### src/lwbc_pkg.sv
`timescale 1ns / 1ps
// ----------------------------------------------------------------------------
// lwbc_pkg
// Shared types and constants of the write-back block cache directory.
// ----------------------------------------------------------------------------
package lwbc_pkg;

  localparam int TAG_W  = 23;
  localparam int SLOT_W = 6;

  typedef enum logic [1:0] {
    OP_READ  = 2'd0,
    OP_WRITE = 2'd1,
    OP_FLUSH = 2'd2,
    OP_NONE  = 2'd3
  } op_t;

  typedef enum logic [2:0] {
    S_IDLE,
    S_SCAN,
    S_DECIDE,
    S_UPD,
    S_EMIT,
    S_FLUSH,
    S_FL_END
  } state_t;

  typedef enum logic [1:0] {
    M_SCAN,
    M_UPD,
    M_FLUSH
  } mode_t;

  // controller to datapath
  typedef struct packed {
    logic  accept;
    logic  sweep;
    mode_t mode;
    logic  decide;
    logic  res_clear;
    logic  emit;
  } cmd_t;

  // datapath to controller
  typedef struct packed {
    logic sweep_done;
    logic out_free;
    logic fl_any;
  } sts_t;

endpackage

### src/lwbc_if.sv
`timescale 1ns / 1ps
// ----------------------------------------------------------------------------
// lwbc_req_if / lwbc_rsp_if
// Valid/ready channels for access words and result words.
// ----------------------------------------------------------------------------
interface lwbc_req_if;
  logic                       valid;
  logic                       ready;
  logic [1:0]                 op;
  logic [lwbc_pkg::TAG_W-1:0] blk_num;

  modport source (output valid, output op, output blk_num, input ready);
  modport sink (input valid, input op, input blk_num, output ready);
endinterface

interface lwbc_rsp_if;
  logic                        valid;
  logic                        ready;
  logic                        hit;
  logic [lwbc_pkg::SLOT_W-1:0] slot;
  logic                        fill;
  logic                        wb_valid;
  logic [lwbc_pkg::TAG_W-1:0]  wb_block;
  logic [lwbc_pkg::SLOT_W-1:0] wb_slot;
  logic                        last;

  modport source (output valid, output hit, output slot, output fill, output wb_valid,
                  output wb_block, output wb_slot, output last, input ready);
  modport sink (input valid, input hit, input slot, input fill, input wb_valid,
                input wb_block, input wb_slot, input last, output ready);
endinterface

### src/lru_writeback_block_cache.sv
`timescale 1ns / 1ps
// Read or write access: tag scan, decision and recency sweep, then the result word
// is issued once the output register is free.
// Flush: one walk over all slots, one word per dirty slot, held by any output stalls;
// with no dirty slot, a single clean last word follows the walk.
// One access at a time: the next access is taken after the result word is issued.
// Synchronous active-high reset empties the directory at once; no clearing pass.
// ----------------------------------------------------------------------------
// lru_writeback_block_cache
// Fully associative write-back block cache directory with LRU replacement.
// ----------------------------------------------------------------------------
module lru_writeback_block_cache #(
  parameter int SLOTS = 64
) (
  input logic       clk,
  input logic       rst,
  lwbc_req_if.sink  req,
  lwbc_rsp_if.source rsp
);

  lwbc_pkg::cmd_t cmd;
  lwbc_pkg::sts_t sts;

  // sequencer
  lwbc_ctrl u_ctrl (
    .clk      (clk),
    .rst      (rst),
    .in_valid (req.valid),
    .in_op    (req.op),
    .in_ready (req.ready),
    .sts      (sts),
    .cmd      (cmd)
  );

  // directory datapath
  lwbc_dp #(
    .SLOTS (SLOTS)
  ) u_dp (
    .clk        (clk),
    .rst        (rst),
    .cmd        (cmd),
    .sts        (sts),
    .in_op      (req.op),
    .in_blk_num (req.blk_num),
    .rsp        (rsp)
  );

endmodule

### src/lwbc_ctrl.sv
`timescale 1ns / 1ps
// ----------------------------------------------------------------------------
// lwbc_ctrl
// Sequencer: tag scan, decision, recency sweep, result issue and flush walk.
// ----------------------------------------------------------------------------
module lwbc_ctrl (
  input  logic            clk,
  input  logic            rst,
  input  logic            in_valid,
  input  logic [1:0]      in_op,
  output logic            in_ready,
  input  lwbc_pkg::sts_t  sts,
  output lwbc_pkg::cmd_t  cmd
);

  lwbc_pkg::state_t state, state_next;
  lwbc_pkg::op_t    op_in;

  assign op_in = lwbc_pkg::op_t'(in_op);

  // state register
  always_ff @(posedge clk) begin
    if (rst) begin
      state <= lwbc_pkg::S_IDLE;
    end else begin
      state <= state_next;
    end
  end

  // next state
  always_comb begin
    state_next = state;
    unique case (state)
      lwbc_pkg::S_IDLE: begin
        if (in_valid) begin
          unique case (op_in)
            lwbc_pkg::OP_READ, lwbc_pkg::OP_WRITE: state_next = lwbc_pkg::S_SCAN;
            lwbc_pkg::OP_FLUSH:                    state_next = lwbc_pkg::S_FLUSH;
            default:                               state_next = lwbc_pkg::S_IDLE;
          endcase
        end
      end
      lwbc_pkg::S_SCAN:   if (sts.sweep_done) state_next = lwbc_pkg::S_DECIDE;
      lwbc_pkg::S_DECIDE: state_next = lwbc_pkg::S_UPD;
      lwbc_pkg::S_UPD:    if (sts.sweep_done) state_next = lwbc_pkg::S_EMIT;
      lwbc_pkg::S_EMIT:   if (sts.out_free) state_next = lwbc_pkg::S_IDLE;
      lwbc_pkg::S_FLUSH:  if (sts.sweep_done) state_next = lwbc_pkg::S_FL_END;
      lwbc_pkg::S_FL_END: state_next = sts.fl_any ? lwbc_pkg::S_IDLE : lwbc_pkg::S_EMIT;
      default:            state_next = lwbc_pkg::S_IDLE;
    endcase
  end

  // command outputs
  always_comb begin
    in_ready      = 1'b0;
    cmd.accept    = 1'b0;
    cmd.sweep     = 1'b0;
    cmd.mode      = lwbc_pkg::M_SCAN;
    cmd.decide    = 1'b0;
    cmd.res_clear = 1'b0;
    cmd.emit      = 1'b0;
    unique case (state)
      lwbc_pkg::S_IDLE: begin
        in_ready   = 1'b1;
        cmd.accept = in_valid;
      end
      lwbc_pkg::S_SCAN: begin
        cmd.sweep = 1'b1;
        cmd.mode  = lwbc_pkg::M_SCAN;
      end
      lwbc_pkg::S_DECIDE: cmd.decide = 1'b1;
      lwbc_pkg::S_UPD: begin
        cmd.sweep = 1'b1;
        cmd.mode  = lwbc_pkg::M_UPD;
      end
      lwbc_pkg::S_EMIT:   cmd.emit = 1'b1;
      lwbc_pkg::S_FLUSH: begin
        cmd.sweep = 1'b1;
        cmd.mode  = lwbc_pkg::M_FLUSH;
      end
      lwbc_pkg::S_FL_END: cmd.res_clear = 1'b1;
      default: ;
    endcase
  end

endmodule

### src/lwbc_dp.sv
`timescale 1ns / 1ps
// ----------------------------------------------------------------------------
// lwbc_dp
// Directory datapath: tag and recency memories, slot flags, sweep counter,
// scan results and the output register.
// ----------------------------------------------------------------------------
module lwbc_dp #(
  parameter int SLOTS = 64
) (
  input  logic           clk,
  input  logic           rst,
  input  lwbc_pkg::cmd_t cmd,
  output lwbc_pkg::sts_t sts,
  input  logic [1:0]     in_op,
  input  logic [lwbc_pkg::TAG_W-1:0] in_blk_num,
  lwbc_rsp_if.source     rsp
);

  localparam int IW = (SLOTS > 1) ? $clog2(SLOTS) : 1;
  localparam int CW = $clog2(SLOTS + 1);

  // storage
  logic [lwbc_pkg::TAG_W-1:0] tag_mem [SLOTS];
  logic [IW-1:0]              rank_mem [SLOTS];
  logic [SLOTS-1:0]           used, dirty;

  // access word
  lwbc_pkg::op_t              op;
  logic [lwbc_pkg::TAG_W-1:0] blk;

  // sweep pipeline
  logic [CW-1:0]              cnt;
  logic                       pvld;
  logic [IW-1:0]              pidx;
  logic [lwbc_pkg::TAG_W-1:0] tag_q;
  logic [IW-1:0]              rank_q;
  logic                       adv, du_cur, more_dirty, fl_emit, cnt_live;

  // scan results
  logic                       hit_f, free_f, vic_f, vic_dirty, fl_any;
  logic [IW-1:0]              s_hit, s_free, s_vic, tgt;
  logic [IW-1:0]              hit_rank;
  logic [lwbc_pkg::TAG_W-1:0] vic_tag;
  logic [CW-1:0]              old_rank;

  // pending result
  logic                        r_hit, r_fill, r_wbv;
  logic [lwbc_pkg::SLOT_W-1:0] r_slot, r_wbs;
  logic [lwbc_pkg::TAG_W-1:0]  r_wbb;

  logic                        out_free, out_load;
  logic                        rank_we;
  logic [IW-1:0]               rank_wd;

  // sweep control
  assign cnt_live = cnt < CW'(SLOTS);
  assign du_cur   = used[pidx] & dirty[pidx];
  assign out_free = !rsp.valid || rsp.ready;
  assign adv      = !(pvld && cmd.mode == lwbc_pkg::M_FLUSH && du_cur && !out_free);
  assign fl_emit  = cmd.sweep && cmd.mode == lwbc_pkg::M_FLUSH && pvld && du_cur && out_free;

  // any dirty slot above the current one
  always_comb begin
    more_dirty = 1'b0;
    for (int j = 0; j < SLOTS; j++) begin
      if (IW'(j) > pidx && used[j] && dirty[j]) more_dirty = 1'b1;
    end
  end

  // target selection
  assign tgt      = hit_f ? s_hit : (free_f ? s_free : s_vic);
  assign old_rank = hit_f ? CW'(hit_rank) : CW'(SLOTS);

  assign sts.sweep_done = (cnt == CW'(SLOTS)) && !pvld;
  assign sts.out_free   = out_free;
  assign sts.fl_any     = fl_any;

  // counter and valid stage
  always_ff @(posedge clk) begin
    if (rst) begin
      cnt  <= '0;
      pvld <= 1'b0;
    end else if (cmd.accept || cmd.decide) begin
      cnt  <= '0;
      pvld <= 1'b0;
    end else if (cmd.sweep && adv) begin
      pvld <= cnt_live;
      if (cnt_live) cnt <= cnt + 1'b1;
    end
  end

  // memory reads
  always_ff @(posedge clk) begin
    if (cmd.sweep && adv && cnt_live) begin
      tag_q  <= tag_mem[cnt[IW-1:0]];
      rank_q <= rank_mem[cnt[IW-1:0]];
      pidx   <= cnt[IW-1:0];
    end
  end

  // tag write on a miss
  always_ff @(posedge clk) begin
    if (cmd.decide && !hit_f) tag_mem[tgt] <= blk;
  end

  // recency update
  always_comb begin
    rank_we = 1'b0;
    rank_wd = rank_q + 1'b1;
    if (cmd.sweep && cmd.mode == lwbc_pkg::M_UPD && pvld) begin
      if (pidx == tgt) begin
        rank_we = 1'b1;
        rank_wd = '0;
      end else if (used[pidx] && CW'(rank_q) < old_rank) begin
        rank_we = 1'b1;
      end
    end
  end

  always_ff @(posedge clk) begin
    if (rank_we) rank_mem[pidx] <= rank_wd;
  end

  // access latch and scan flags
  always_ff @(posedge clk) begin
    if (rst) begin
      hit_f  <= 1'b0;
      free_f <= 1'b0;
      vic_f  <= 1'b0;
      fl_any <= 1'b0;
      op     <= lwbc_pkg::OP_NONE;
    end else if (cmd.accept) begin
      hit_f  <= 1'b0;
      free_f <= 1'b0;
      vic_f  <= 1'b0;
      fl_any <= 1'b0;
      op     <= lwbc_pkg::op_t'(in_op);
    end else begin
      if (cmd.sweep && cmd.mode == lwbc_pkg::M_SCAN && pvld) begin
        if (used[pidx] && tag_q == blk && !hit_f) hit_f <= 1'b1;
        if (!used[pidx] && !free_f) free_f <= 1'b1;
        if (used[pidx] && rank_q == IW'(SLOTS - 1)) vic_f <= 1'b1;
      end
      if (fl_emit) fl_any <= 1'b1;
    end
  end

  // scan payload
  always_ff @(posedge clk) begin
    if (cmd.accept) blk <= in_blk_num;
    if (cmd.sweep && cmd.mode == lwbc_pkg::M_SCAN && pvld) begin
      if (used[pidx] && tag_q == blk && !hit_f) begin
        s_hit    <= pidx;
        hit_rank <= rank_q;
      end
      if (!used[pidx] && !free_f) s_free <= pidx;
      if (used[pidx] && rank_q == IW'(SLOTS - 1)) begin
        s_vic     <= pidx;
        vic_tag   <= tag_q;
        vic_dirty <= dirty[pidx];
      end
    end
  end

  // slot flags
  always_ff @(posedge clk) begin
    if (rst) begin
      used  <= '0;
      dirty <= '0;
    end else begin
      if (cmd.decide) begin
        used[tgt] <= 1'b1;
        if (hit_f) begin
          if (op == lwbc_pkg::OP_WRITE) dirty[tgt] <= 1'b1;
        end else begin
          dirty[tgt] <= (op == lwbc_pkg::OP_WRITE);
        end
      end
      if (fl_emit) dirty[pidx] <= 1'b0;
    end
  end

  // pending result word
  always_ff @(posedge clk) begin
    if (cmd.decide) begin
      r_hit  <= hit_f;
      r_slot <= lwbc_pkg::SLOT_W'(tgt);
      r_fill <= !hit_f;
      r_wbv  <= !hit_f && !free_f && vic_dirty;
      r_wbb  <= (!hit_f && !free_f && vic_dirty) ? vic_tag : '0;
      r_wbs  <= (!hit_f && !free_f && vic_dirty) ? lwbc_pkg::SLOT_W'(s_vic) : '0;
    end else if (cmd.res_clear) begin
      r_hit  <= 1'b0;
      r_slot <= '0;
      r_fill <= 1'b0;
      r_wbv  <= 1'b0;
      r_wbb  <= '0;
      r_wbs  <= '0;
    end
  end

  // output register
  assign out_load = fl_emit || (cmd.emit && out_free);

  always_ff @(posedge clk) begin
    if (rst) begin
      rsp.valid <= 1'b0;
    end else if (out_load) begin
      rsp.valid <= 1'b1;
    end else if (rsp.ready) begin
      rsp.valid <= 1'b0;
    end
  end

  always_ff @(posedge clk) begin
    if (fl_emit) begin
      rsp.hit      <= 1'b0;
      rsp.slot     <= '0;
      rsp.fill     <= 1'b0;
      rsp.wb_valid <= 1'b1;
      rsp.wb_block <= tag_q;
      rsp.wb_slot  <= lwbc_pkg::SLOT_W'(pidx);
      rsp.last     <= !more_dirty;
    end else if (cmd.emit && out_free) begin
      rsp.hit      <= r_hit;
      rsp.slot     <= r_slot;
      rsp.fill     <= r_fill;
      rsp.wb_valid <= r_wbv;
      rsp.wb_block <= r_wbb;
      rsp.wb_slot  <= r_wbs;
      rsp.last     <= 1'b1;
    end
  end

`ifndef ASSERT_OFF
  // a full directory always has a least recently used slot
  a_victim: assert property (@(posedge clk) disable iff (rst)
    cmd.decide && !hit_f && !free_f |-> vic_f)
    else $error("no victim found in a full directory");

  // decision only after the scan has drained
  a_decide: assert property (@(posedge clk) disable iff (rst)
    cmd.decide |-> $past(sts.sweep_done))
    else $error("decision before scan completed");

  // a flushed slot is clean afterwards
  a_flush_clean: assert property (@(posedge clk) disable iff (rst)
    fl_emit |=> !dirty[$past(pidx)])
    else $error("flushed slot still dirty");
`endif

endmodule
### src/flat_wrapper.sv
// flat-port wrapper written by rule: the top's interface ports become plain ports
module lru_writeback_block_cache_flat 
#(
  parameter int SLOTS = 64
)
  (clk, rst, req_valid, req_op, req_blk_num, req_ready, rsp_valid, rsp_hit, rsp_slot, rsp_fill, rsp_wb_valid, rsp_wb_block, rsp_wb_slot, rsp_last, rsp_ready);
  lwbc_req_if req_i ();
  lwbc_rsp_if rsp_i ();
  input logic clk;
  input logic rst;
  input wire logic [$bits(req_i.valid)-1:0] req_valid;
  input wire logic [$bits(req_i.op)-1:0] req_op;
  input wire logic [$bits(req_i.blk_num)-1:0] req_blk_num;
  output wire logic [$bits(req_i.ready)-1:0] req_ready;
  output wire logic [$bits(rsp_i.valid)-1:0] rsp_valid;
  output wire logic [$bits(rsp_i.hit)-1:0] rsp_hit;
  output wire logic [$bits(rsp_i.slot)-1:0] rsp_slot;
  output wire logic [$bits(rsp_i.fill)-1:0] rsp_fill;
  output wire logic [$bits(rsp_i.wb_valid)-1:0] rsp_wb_valid;
  output wire logic [$bits(rsp_i.wb_block)-1:0] rsp_wb_block;
  output wire logic [$bits(rsp_i.wb_slot)-1:0] rsp_wb_slot;
  output wire logic [$bits(rsp_i.last)-1:0] rsp_last;
  input wire logic [$bits(rsp_i.ready)-1:0] rsp_ready;
  assign req_i.valid = req_valid;
  assign req_i.op = req_op;
  assign req_i.blk_num = req_blk_num;
  assign req_ready = req_i.ready;
  assign rsp_valid = rsp_i.valid;
  assign rsp_hit = rsp_i.hit;
  assign rsp_slot = rsp_i.slot;
  assign rsp_fill = rsp_i.fill;
  assign rsp_wb_valid = rsp_i.wb_valid;
  assign rsp_wb_block = rsp_i.wb_block;
  assign rsp_wb_slot = rsp_i.wb_slot;
  assign rsp_last = rsp_i.last;
  assign rsp_i.ready = rsp_ready;
  lru_writeback_block_cache #(.SLOTS(SLOTS)) u_core (.clk(clk), .rst(rst), .req(req_i), .rsp(rsp_i));
endmodule
### config.mk
export PLATFORM = sky130hd
export DESIGN_NAME = lru_writeback_block_cache_flat
export DESIGN_NICKNAME = d
export VERILOG_FILES = /design/src/lwbc_pkg.sv /design/src/lwbc_if.sv /design/src/lru_writeback_block_cache.sv /design/src/lwbc_ctrl.sv /design/src/lwbc_dp.sv /design/src/flat_wrapper.sv
export SDC_FILE = /design/constraint.sdc
export NUM_CORES = 2
export LEC_CHECK = 0
export ABC_AREA = 1
export BUFFER_PORTS_ARGS = -buffer_cell sky130_fd_sc_hd__clkbuf_2
export CORE_AREA = 5 5 463 465
export CTS_BUF_LIST = sky130_fd_sc_hd__clkbuf_8
export DETAILED_ROUTE_END_ITERATION = 16
export DIE_AREA = 0 0 468 470
export GPL_TIMING_DRIVEN = 0
export SYNTH_ARGS = -nofsm -noshare
export SYNTH_HDL_FRONTEND = slang
export SYNTH_HIERARCHICAL = 1
export SYNTH_SLANG_ARGS = --single-unit
### constraint.sdc
create_clock -name clk -period 9.95 [get_ports clk]
set_clock_uncertainty 0.2 [all_clocks]
set_input_delay 0.4975 -clock clk [delete_from_list [all_inputs] [get_ports clk]]
set_output_delay 0.4975 -clock clk [all_outputs]
set_load 0.02 [all_outputs]
==> metrics.txt <==
Root Driver=clkbuf_8; Pins Over Slew Limit=63; Final Cycle Share=0.809; Via Count=68400; Final ANT Viol Nets=0; postcts setup bufs=0; Synth area leader=edfxtp_1; worst path bufs/invs=6; kind of cell adding the most delay to the critical path=buffers and inverters; worst-path fanout max=10; largest net degree at the start of global routing=46; clock-pin slew of the registers on the worst-case setup and hold paths=around 0.060 ns; clock latency on the worst-skew pair=between 1 and 1.5 ns; Detailed Route Iter0 Violations=12400; CP max stage delay=1.28 ns; vias per cell=~6.2; gr ovfl total=0; most common cell in the synthesized netlist=edfxtp_1; Layout Area Growth over Synthesis=17.9%; top_reg_cell synth=edfxtp_1; Data required, critical path=~10 ns; wire per inst=about 35 um; RD Place Congestion=just over 1; die span in y=~470 um; CTS H-tree lvls=5; Tot GR Track Use=0.339; I/O pins=70; post-layout min period=approximately 8 ns; vias in the first global route=between 60000 and 70000; kind of critical path=reg -> reg; Final setup viols=0; nets=7947; synthesized instance count=7196; Hold Path Class=in -> reg; drt total wl=384 mm; CTS tree=yes; EDFF count, synth=between 2000 and 2500; failing checks=capacitance limit, slew limit; syn nets=approximately 7200; Commonest cells post-synth=edfxtp_1 (2030), nor2_1 (1227), o21ai_0 (1028); initial antenna violation count=39; max_slew headroom=-0.144; Worst Path Arrival=8.49 ns; top-area cell type share of the netlist area=0.696; cts bufs inserted=~380; nature of the critical path startpoint=flop; CP endpoint kind=flop; Final HPWL DP=about 280 mm; setup_tns=0 ns; Pre-antenna DRT Iters=8; max-cap viol count=6; Total Power=roughly 25000 uW; Synth warnings=6; global-route wire length before repair=~510 mm; CTS resizes=0; Synth Cell Area=just under 90000 um^2; layout cell share with drive strength beyond 1=0.114; Avg Inst Size Synth=~12 um^2; peak supply drop=between 0.2 and 0.25 mV; status=complete, but fails checks; Hold Fails Final Rpt=0; Total Die Area=between 200000 and 250000 um^2; Yosys reg bits=about 2200; std cell rows=168; Distinct cells, synth=between 50 and 60; clock sinks=between 2000 and 2500; RSZ-0062 raised after global routing=false; crit-path cells=clkbuf_1 > clkbuf_2 > clkbuf_2 > clkbuf_1 > nand2_1 > ha_1 > o21ai_0 > nand2_1 > a21oi_1 > o21ai_0 > o21ai_0 > inv_1 > o21ai_0 > nand3_2 > buf_2 > a21oi_1; core area=between 200000 and 250000 um^2; Hold WS=about 0.18 ns; Achievable Freq=approximately 0.12 GHz; sequential area share after synthesis=0.732; Slew @ Worst Pin=roughly 1.7 ns; cts hold-fix bufs=58; ys async rst share=0; most frequent CP cell=o21ai_0; P per Cell Area=about 240 nW/um^2; number of fill cells=around 19000; dominant cells by area after synthesis=edfxtp_1 (70%), o21ai_0 (5.9%), nor2_1 (5.3%); die width=between 400 and 500 um; IO buf count=69; DRC Markers=0; initial core utilization=0.419; slowest CP cell=a21oi_1; Leakage=around 0.035 uW; CTS Buffer Depth=4
metal layers:
metal | part of all wire | wire, um | global-route usage | up-vias
met5 | 0.00026 | 100 | 0 | -
li1 | - | - | - | 27700
met1 | 0.37 | 143000 | 0.458 | 34200
met2 | 0.43 | 163000 | 0.491 | 5355
met3 | 0.15 | 55900 | 0.120 | 1052
met4 | 0.055 | 21200 | 0.157 | 16
kinds of logic (layout without fill, tap and decap cells):
logic type	Yosys count	after routing	share of synthesized area
xor gates and xnor gates	16	16	0.00160
and+or+nand+nor	2279	2279	0.102
buffers and inverters	780	1770	0.0352
other	0	24	0
adders and majority gates	8	8	0.00114
DFF	2184	2184	0.732
AOI/OAI and AO/OA	1929	1929	0.128
registers in the layout (all words and copies together), names as in the netlist, 7 cells and up:
name / cells
u_core/u_dp/blk: 23
u_core/u_dp/cnt: 7
u_core/u_dp/dirty: 64
u_core/u_dp/r_wbb: 23
u_core/u_dp/rank_mem: 384
u_core/u_dp/rsp.wb_block: 23
u_core/u_dp/tag_mem: 1472
u_core/u_dp/tag_q: 23
u_core/u_dp/used: 64
u_core/u_dp/vic_tag: 23
layout make-up:
cell class                 instances  area (um^2)  area share
sequential                      2184        64000       0.620
multi-input combinational       4232        21000       0.204
clock buffer                     393         5410      0.0524
timing repair buffer             334         4790      0.0464
tap                             2805         3510      0.0340
buffer                           458         1880      0.0183
clock inverter                   263         1320      0.0128
inverter                         322         1210      0.0117
antenna                           24         60.1    0.000582
worst register-to-register path: cells and delay by family (launching register included):
family | cells | cell delay [ns]
buffers and inverters | 6 | 3.86
flip-flops | 1 | 0.61
adder cells (fa/ha/maj) | 1 | 0.34
AO/OA/AOI/OAI | 6 | 2.01
AND/OR/NAND/NOR | 3 | 0.58
worst paths after layout:
path                                          from                           to  slack [ns]  cells after the start
worst max-delay path             u_core/u_dp/hit_f  u_core/u_dp/rank_mem[28][2]        1.90                     16
worst min register to register  u_core/u_dp/cnt[5]          u_core/u_dp/pidx[5]        0.24                      0
worst max register to register   u_core/u_dp/hit_f  u_core/u_dp/rank_mem[28][2]        1.90                     16
worst min-delay path                     rsp_ready        u_core/u_dp/rsp.valid        0.18                      5
stage by stage:
step | utilization | worst slack (ns) | instance area (um^2) | cells
global route | 0.493 | 2.00 | 103000 | 11000
global placement | 0.437 | 1.61 | 91400 | 10100
finish | 0.494 | 1.90 | 103000 | 11000
detailed placement | 0.458 | 1.50 | 95800 | 10300
floorplan | - | 6.02 | 87500 | 7196
CTS | 0.493 | 1.40 | 103000 | 11000
layout by cell type (no fill, tap or decap), types with 15 or more instances in the layout:
master / count
nor3_1: 15
dlygate4sd3_1: 58
buf_16: 68
buf_2: 38
diode_2: 24
buf_6: 20
a21oi_1: 104
o211ai_1: 36
inv_2: 21
a22o_1: 29
clkbuf_1: 377
a41o_1: 25
a21boi_1: 47
clkbuf_8: 393
nand4_1: 29
dfxtp_1: 154
o21ai_1: 25
nor2_4: 72
buf_4: 68
o21ai_0: 1028
clkbuf_2: 79
buf_12: 70
nand3_1: 144
clkinv_2: 39
nand2_1: 829
a41oi_1: 55
edfxtp_1: 2030
o22ai_1: 502
clkinv_1: 92
a221oi_1: 24
nor2_1: 1153
inv_1: 419
where the power goes:
| part | switching (uW) | internal [uW] | total (uW) |
|---|---|---|---|
| Sequential | 229 | 10800 | 11000 |
| Combinational | 4800 | 1480 | 6290 |
| Clock | 3710 | 3890 | 7600 |
Note: power is estimated with default switching activity, not from simulation.
